--- src/hdl/valid_marked_sample_store_min_max_unit_defines.svh ---
// ----------------------------------------------------------------------------
// valid-marked sample store - assertion macros
// concurrent assertion helpers, compiled out when SYNTH is defined
// ----------------------------------------------------------------------------
`ifndef VALID_MARKED_SAMPLE_STORE_MIN_MAX_UNIT_DEFINES_SVH
`define VALID_MARKED_SAMPLE_STORE_MIN_MAX_UNIT_DEFINES_SVH

`ifndef SYNTH
// property that must hold at every edge out of reset
`define VMS_ASSERT(label, clk, rst_n, prop, msg) \
    label: assert property (@(posedge clk) disable iff (!(rst_n)) (prop)) \
        else $error(msg);
// antecedent in one cycle implies consequent in the next
`define VMS_ASSERT_NEXT(label, clk, rst_n, ante, cons, msg) \
    label: assert property (@(posedge clk) disable iff (!(rst_n)) \
        (ante) |=> (cons)) else $error(msg);
`else
`define VMS_ASSERT(label, clk, rst_n, prop, msg)
`define VMS_ASSERT_NEXT(label, clk, rst_n, ante, cons, msg)
`endif

`endif

--- src/hdl/vmsmm_pkg.sv ---
// ----------------------------------------------------------------------------
// vmsmm_pkg
// shared constants, types and helpers of the valid-marked sample store
// ----------------------------------------------------------------------------
`default_nettype none

package vmsmm_pkg;

    // store geometry
    localparam int SLOT_COUNT = 512;
    localparam int SLOT_W     = $clog2(SLOT_COUNT);
    localparam int CNT_W      = $clog2(SLOT_COUNT + 1);

    // valid marks are kept in rows of 32 bits
    localparam int MARK_SH    = 5;
    localparam int MARK_W     = 1 << MARK_SH;
    localparam int MARK_ROWS  = (SLOT_COUNT + MARK_W - 1) / MARK_W;
    localparam int ROW_W      = (MARK_ROWS > 1) ? $clog2(MARK_ROWS) : 1;

    // field widths
    localparam int FUNC_W     = 2;
    localparam int SLOT_IDX_W = 16;
    localparam int PRICE_W    = 31;
    localparam int SUM_W      = PRICE_W + 1;
    localparam int THR_W      = 16;
    localparam int OUT_IDX_W  = 10;

    localparam logic [PRICE_W-1:0] PRICE_MAX = '1;
    localparam logic [THR_W-1:0]   FLAT_THR_RESET = 16'd100;

    // widening: lo = avg - q, hi = avg + q + (rem == 999), q = (5*avg + 499) / 1000
    localparam int DIV_CONST  = 1000;
    localparam int ROUND_BIAS = 499;
    localparam int DIV_W      = 34;
    localparam int REM_W      = $clog2(DIV_CONST);

    // divide by 1000 as a shift by 3 and a multiply by ceil(2^38 / 125)
    localparam int PRE_SH     = 3;
    localparam int RECIP_SH   = 38;
    localparam int RECIP_W    = 32;
    localparam logic [RECIP_W-1:0] DIV_RECIP = 32'd2199023256;
    localparam int PROD_W     = DIV_W - PRE_SH + RECIP_W;
    localparam int DIV_STEPS  = 2;
    localparam int DIVCNT_W   = $clog2(DIV_STEPS + 1);

    // stream and register port widths
    localparam int S_TDATA_W  = 48;
    localparam int S_TUSER_W  = FUNC_W;
    localparam int M_TDATA_W  = 96;
    localparam int APB_DW     = 32;
    localparam int PADDR_W    = 3;
    localparam logic REG_FLAT_THR = 1'b0;

    typedef enum logic [FUNC_W-1:0] {
        FUNC_CLEAR  = 2'd0,
        FUNC_WRITE  = 2'd1,
        FUNC_RECOMP = 2'd2
    } t_func;

    typedef struct packed {
        logic load_item;
        logic modify;
        logic scan_start;
        logic scan_step;
        logic ld_avg;
        logic div_load;
        logic div_step;
        logic commit_plain;
        logic commit_wide;
        logic ld_result;
    } t_ctrl_cmd;

    typedef struct packed {
        logic recompute_go;
        logic scan_last;
        logic flat;
        logic div_done;
        logic out_busy;
    } t_dp_status;

    function automatic logic [ROW_W-1:0] row_of(input logic [SLOT_IDX_W-1:0] s);
        return ROW_W'(s >> MARK_SH);
    endfunction

    function automatic logic [MARK_SH-1:0] bit_of(input logic [SLOT_IDX_W-1:0] s);
        return s[MARK_SH-1:0];
    endfunction

endpackage

`default_nettype wire

--- src/hdl/vmsmm_ctrl.sv ---
// ----------------------------------------------------------------------------
// vmsmm_ctrl
// sequencer for one item at a time: mark lookup, update, scan, widen, report
// ----------------------------------------------------------------------------
`default_nettype none

module vmsmm_ctrl (
    input  logic                   i_clk,
    input  logic                   i_rst_n,
    input  logic                   i_s_tvalid,
    output logic                   o_s_tready,
    input  vmsmm_pkg::t_dp_status  i_status,
    output vmsmm_pkg::t_ctrl_cmd   o_cmd
);

    import vmsmm_pkg::*;

    typedef enum logic [9:0] {
        ST_IDLE   = 10'b0000000001,
        ST_READ   = 10'b0000000010,
        ST_MODIFY = 10'b0000000100,
        ST_SCAN   = 10'b0000001000,
        ST_DRAIN  = 10'b0000010000,
        ST_AVG    = 10'b0000100000,
        ST_DECIDE = 10'b0001000000,
        ST_DIV    = 10'b0010000000,
        ST_COMMIT = 10'b0100000000,
        ST_FINISH = 10'b1000000000
    } t_state;

    t_state r_state;
    t_state n_state;

    always_comb begin
        n_state    = r_state;
        o_cmd      = '0;
        o_s_tready = 1'b0;
        case (r_state)
            ST_IDLE: begin
                o_s_tready = 1'b1;
                if (i_s_tvalid) begin
                    o_cmd.load_item = 1'b1;
                    n_state         = ST_READ;
                end
            end
            ST_READ: begin
                n_state = ST_MODIFY;
            end
            ST_MODIFY: begin
                o_cmd.modify = 1'b1;
                if (i_status.recompute_go) begin
                    o_cmd.scan_start = 1'b1;
                    n_state          = ST_SCAN;
                end else begin
                    n_state = ST_FINISH;
                end
            end
            ST_SCAN: begin
                o_cmd.scan_step = 1'b1;
                if (i_status.scan_last) begin
                    n_state = ST_DRAIN;
                end
            end
            ST_DRAIN: begin
                n_state = ST_AVG;
            end
            ST_AVG: begin
                o_cmd.ld_avg = 1'b1;
                n_state      = ST_DECIDE;
            end
            ST_DECIDE: begin
                if (i_status.flat) begin
                    o_cmd.div_load = 1'b1;
                    n_state        = ST_DIV;
                end else begin
                    o_cmd.commit_plain = 1'b1;
                    n_state            = ST_FINISH;
                end
            end
            ST_DIV: begin
                if (i_status.div_done) begin
                    n_state = ST_COMMIT;
                end else begin
                    o_cmd.div_step = 1'b1;
                end
            end
            ST_COMMIT: begin
                o_cmd.commit_wide = 1'b1;
                n_state           = ST_FINISH;
            end
            ST_FINISH: begin
                if (!i_status.out_busy) begin
                    o_cmd.ld_result = 1'b1;
                    n_state         = ST_IDLE;
                end
            end
            default: begin
                n_state = ST_IDLE;
            end
        endcase
    end

    always_ff @(posedge i_clk) begin
        if (!i_rst_n) begin
            r_state <= ST_IDLE;
        end else begin
            r_state <= n_state;
        end
    end

endmodule

`default_nettype wire

--- config.mk ---
export PLATFORM = sky130hd
export DESIGN_NAME = vmsmm_ctrl
export DESIGN_NICKNAME = d
export VERILOG_FILES = /design/src/hdl/valid_marked_sample_store_min_max_unit_defines.svh /design/src/hdl/vmsmm_pkg.sv /design/src/hdl/vmsmm_ctrl.sv
export SDC_FILE = /design/constraint.sdc
export NUM_CORES = 1
export LEC_CHECK = 0
export BUFFER_PORTS_ARGS = -buffer_cell sky130_fd_sc_hd__buf_4
export CAP_MARGIN = 15
export CORE_MARGIN = 1
export CORE_UTILIZATION = 44
export DETAILED_ROUTE_END_ITERATION = 16
export PLACE_DENSITY_LB_ADDON = 0.1
export SLEW_MARGIN = 10
export SYNTH_ARGS = -nofsm -noshare
export SYNTH_HDL_FRONTEND = slang
export SYNTH_SLANG_ARGS = --single-unit
--- constraint.sdc ---
create_clock -name i_clk -period 1.5 [get_ports i_clk]
set_input_delay 0.3 -clock i_clk [delete_from_list [all_inputs] [get_ports i_clk]]
set_output_delay 0.3 -clock i_clk [all_outputs]
set_load 0.05 [all_outputs]
==> results of run 1 <==
-- what timing repair did --
| item | CTS |
|---|---|
| endpoints found under the hold margin | 0 |
| setup endpoints to repair | 17 |
| gates resized for setup | 30 |
| setup buffers | 4 |
| pin swaps | 11 |
-- through the flow --
stage	area, um2	setup WS (ns)	setup TNS (ns)	std cells
floorplan	771	-0.437	-3.31	74
global placement	1090	-0.197	-2.08	129
detailed placement	1090	-0.187	-2.10	129
CTS	1260	-0.466	-4.23	136
-- cells by family after synthesis --
family | synth area share, %
buf+inv | 3.51
simple gates | 49.5
flops | 29.6
compound gates | 13.5
xor+xnor | 3.88
==> out/metrics.yaml, run 1 <==
yosys:
  synthTopCellsByArea: "dfxtp_1 (30%), nor4b_4 (7.0%), nor4b_1 (3.9%)"
  syn-num-nets: 82
  synthFlopType: "dfxtp_1"
  synth.top_cell.area_share_pct: 29.6
  synth_edf_count: 0
  synth_area_um2: 677
  synthCells: 74
  yosys_warnings: 0
  synth_cell_types: 37
  async_flop_share_pct: 0
  avgSynthCellArea_um2: 9.15
  yosys.cell_count.top_type: "dfxtp_1"
  yosysTopAreaCell: "dfxtp_1"
  ys_seq_area_share_pct: 29.6
  yosys-top-cells-count: "dfxtp_1 (10), nor2_1 (5), inv_1 (4), o21ai_0 (4)"
  synth_seq_cells: 10
run_status:
  status: "stopped before the end"
  haltStage: "global routing"
  error: "[ERROR DPL-0038] Utilization greater than 100%, impossible to legalize"
clock_tree:
  cts_buffers: 3
  root_buffer: "clkbuf_4"
  clock_path_buffers: 2
  h-tree-depth: 1
  holdBufCountCts: 0
  cts_sinks: 10
floorplan:
  io_pins: 19
  initial_core_util_pct: 49.5
  fp.dieW_um: 41.2
  num_rows: 13
  die_h_um: 41.2
global_route:
  grt_max_degree: 7
timing:
  worst_endpoint_kind: "top-level output"
  worst_endpoint: "o_cmd[0]"
placed_design:
  gp_congestion: 0.745
  numPortBuffers: 18
  dp_hpwl_um: 1540
==> run 2, diff against run 1 <==
--- a/config.mk
+++ b/config.mk
@@ -7,10 +7,10 @@
 export LEC_CHECK = 0
 export BUFFER_PORTS_ARGS = -buffer_cell sky130_fd_sc_hd__buf_4
 export CAP_MARGIN = 15
-export CORE_MARGIN = 1
-export CORE_UTILIZATION = 44
+export CORE_AREA = 2 2 63 65
 export DETAILED_ROUTE_END_ITERATION = 16
-export PLACE_DENSITY_LB_ADDON = 0.1
+export DIE_AREA = 0 0 65 67
+export PLACE_DENSITY_LB_ADDON = 0.15
 export SLEW_MARGIN = 10
 export SYNTH_ARGS = -nofsm -noshare
 export SYNTH_HDL_FRONTEND = slang
==> constraint.sdc (replaced) <==
create_clock -name i_clk -period 1.95 [get_ports i_clk]
set_input_delay 0.39 -clock i_clk [delete_from_list [all_inputs] [get_ports i_clk]]
set_output_delay 0.39 -clock i_clk [all_outputs]
set_load 0.05 [all_outputs]
==> out/metrics.yaml, run 2 <==
timing:
  finalCritPeriodShare_pct: 106
  rsz0062_at_grt: "true"
  setup_viol: 4
  hold_viol: 0
  fin_ws_ns: -0.109
  skew_ns: 0.000708
  fin_crit_ns: 2.06
  relSlewSlack_pct: 77.9
  tightest_slew_ns: 0.327
  whs_ns: 0.400
  fmax_mhz: 486
  slew_viol_final: 0
global_route:
  grt_max_degree: 7
  grt_use_total_pct: 10.5
  grt_overflow: 0
  antenna_found_initial: 0
  grt_pass1_wl_um: 3450
  grt_pass1_vias: 702
run:
  drv_cap: 0
worst_setup_path:
  worst_setup_path_end_kind: "output pin"
  rr_startpoint: "r_state[1]$_SDFFE_PN0P_"
  worstSetupStartpoint: "r_state[1]$_SDFFE_PN0P_"
  cp_num_buf_inv: 3
  startpoint_type: "register"
  crit_type: "register to output pin"
  worstPathCellList: "nor4_4 -> buf_4 -> nand3b_4 -> buf_6 -> nor3_4 -> buf_6"
  cp.required_ns: 1.56
  cp_common_cell: "buf_6"
  slowest_stage: "dfxtp_4"
  cp_slowest_stage_delay_ns: 0.35
  path_max_fanout: 4
  critical-path-top-delay-family: "simple AND/OR/NAND/NOR gates"
  worstPathArrival_ns: 1.67
clock_tree:
  h-tree-depth: 1  # unchanged
  clock_path_buffers: 2  # unchanged
  cts_tree: "done"
  cts_sinks: 10  # unchanged
  holdBufCountCts: 0  # unchanged
  clock_latency_ns: 0.23
  root_buffer: "clkbuf_8"
  path_clk_slew_ns: 0.04
  cts_buffers: 3  # unchanged
run_status:
  status: "complete, but fails checks"
  failed_checks: "negative setup slack"
layout:
  area_delta_synth_final_pct: 77.3
  regMostFlops: "r_state"
  largest_register_ffs: 10
  final_common_cell: "buf_4"
  insertedDiodeCount: 0
  largestRegisters: "r_state (10)"
  drive_above_1_share_pct: 57.9
  fillers: 374
  nets: 124
  final_cell_mix: "buf_4 (27), buf_6 (10), nor3_4 (4), o21ai_0 (4), dfxtp_1 (4)"
detailed_routing:
  routed_wl_um: 2060
  vias: 716
  ant_nets: 0
  viasPerCell: 4.42
  first_iter_violations: 20
  drc: 0
  dr.pass1.iters: 4
  wire_per_inst_um: 12.7
floorplan:
  fp.dieW_um: 65  # +58%
  io_pins: 19  # unchanged
  die_h_um: 67  # +63%
  initial_core_util_pct: 18.8  # -31 points
  design.die.area_um2: 4360
  core_area_um2: 3610
  num_rows: 22  # +9
yosys:
  yosysTopAreaCell: "dfxtp_1"
  synthFlopType: "dfxtp_1"
  ys_seq_area_share_pct: 29.6  # unchanged
  synthTopCellsByArea: "dfxtp_1 (30%), nor4b_4 (7.0%), nor4b_1 (3.9%)"
  syn-num-nets: 82  # unchanged
  yosys.cell_count.top_type: "dfxtp_1"
  synthCells: 74  # unchanged
  yosys-top-cells-count: "dfxtp_1 (10), nor2_1 (5), inv_1 (4), o21ai_0 (4)"
  synth.top_cell.area_share_pct: 29.6  # unchanged
  avgSynthCellArea_um2: 9.15  # unchanged
  synth_edf_count: 0  # unchanged
  synth_area_um2: 677  # unchanged
  synth_seq_cells: 10  # unchanged
  async_flop_share_pct: 0  # unchanged
  yosys_warnings: 0  # unchanged
  synth_cell_types: 37  # unchanged
power:
  total_power_mw: 0.765
  p_switching_mw: 0.256
  seqPwrFrac_pct: 30.4
  internal-power_mw: 0.509
  power_frac_clock_pct: 26.7
  switching_share_pct: 33.5
  ir_drop_uv: 181
  comb_power_share_pct: 42.9
  p_per_area_nw_per_um2: 637
  power.leakage_nw: 0.471
placed_design:
  gp_congestion: 0.705  # -5.3%
  numPortBuffers: 18  # unchanged
  dp_hpwl_um: 1610  # +4.7%
min_path:
  hold_start: "i_status[3]"
  hold_path.class: "input pin to register"
==> run 2: cell counts after synthesis <==
No cell type changed its count.
==> run 2: through the flow <==
step / setup TNS [ns] / std cells / utilization (%) / cell area (um2) / worst slack (ns)
CTS: -0.292 / 160 / 31.6 / 1140 / -0.107
global placement: 0 / 150 / 27.8 / 1000 / 0.0787
global route: -0.746 / 162 / 33.3 / 1200 / -0.213
floorplan: -0.163 / 74 / - / 737 / -0.0567
finish: -0.296 / 162 / 33.3 / 1200 / -0.109
detailed placement: 0 / 150 / 27.8 / 1000 / 0.0179
==> run 2: final timing paths <==
check	depth (start not counted)	end	slack, ns
min	2	r_state[4]$_SDFFE_PN0P_	0.40
max reg2reg	7	r_state[0]$_SDFFE_PN1P_	0.21
max	6	o_cmd[3]	-0.11
min reg2reg	2	r_state[5]$_SDFFE_PN0P_	0.52
==> run 2: final cells by class <==
| cell class | count | area (um2) | share of cell area (%) |
|---|---|---|---|
| clock buffers | 3 | 41.3 | 3.44 |
| multi-input cells | 58 | 519 | 43.3 |
| flip-flops and latches | 10 | 215 | 17.9 |
| well taps | 48 | 60.1 | 5.01 |
| inverters | 4 | 18.8 | 1.56 |
| repair buffers | 39 | 345 | 28.8 |
==> run 2: cell families after synthesis <==
group | synth area share, %
compound gates | 13.5
xor+xnor | 3.88
buf+inv | 3.51
flops | 29.6
simple gates | 49.5
==> run 2: power groups by stage <==
stage	clock, mW	combinational (mW)	sequential, mW
after floorplan	0	0.164	0.239
after global placement	0	0.254	0.242
after detailed placement	0	0.251	0.244
after CTS	0.211	0.305	0.232
after global routing	0.225	0.348	0.233
final	0.204	0.328	0.233
==> run 2: what timing repair did <==
action,in CTS,in global routing
setup buffers,7,2
gates resized for setup,12,14
pin swaps,6,2
setup endpoints to repair,9,9
==> run 2: per-layer routing <==
layer / part of all wire (%) / track usage [%]
met5: 0 / 0
met4: 2.1 / 5.59
met3: 2.5 / 1.52
met2: 52 / 18.0
met1: 43 / 12.6
Note: power is estimated with default switching activity, not from simulation.
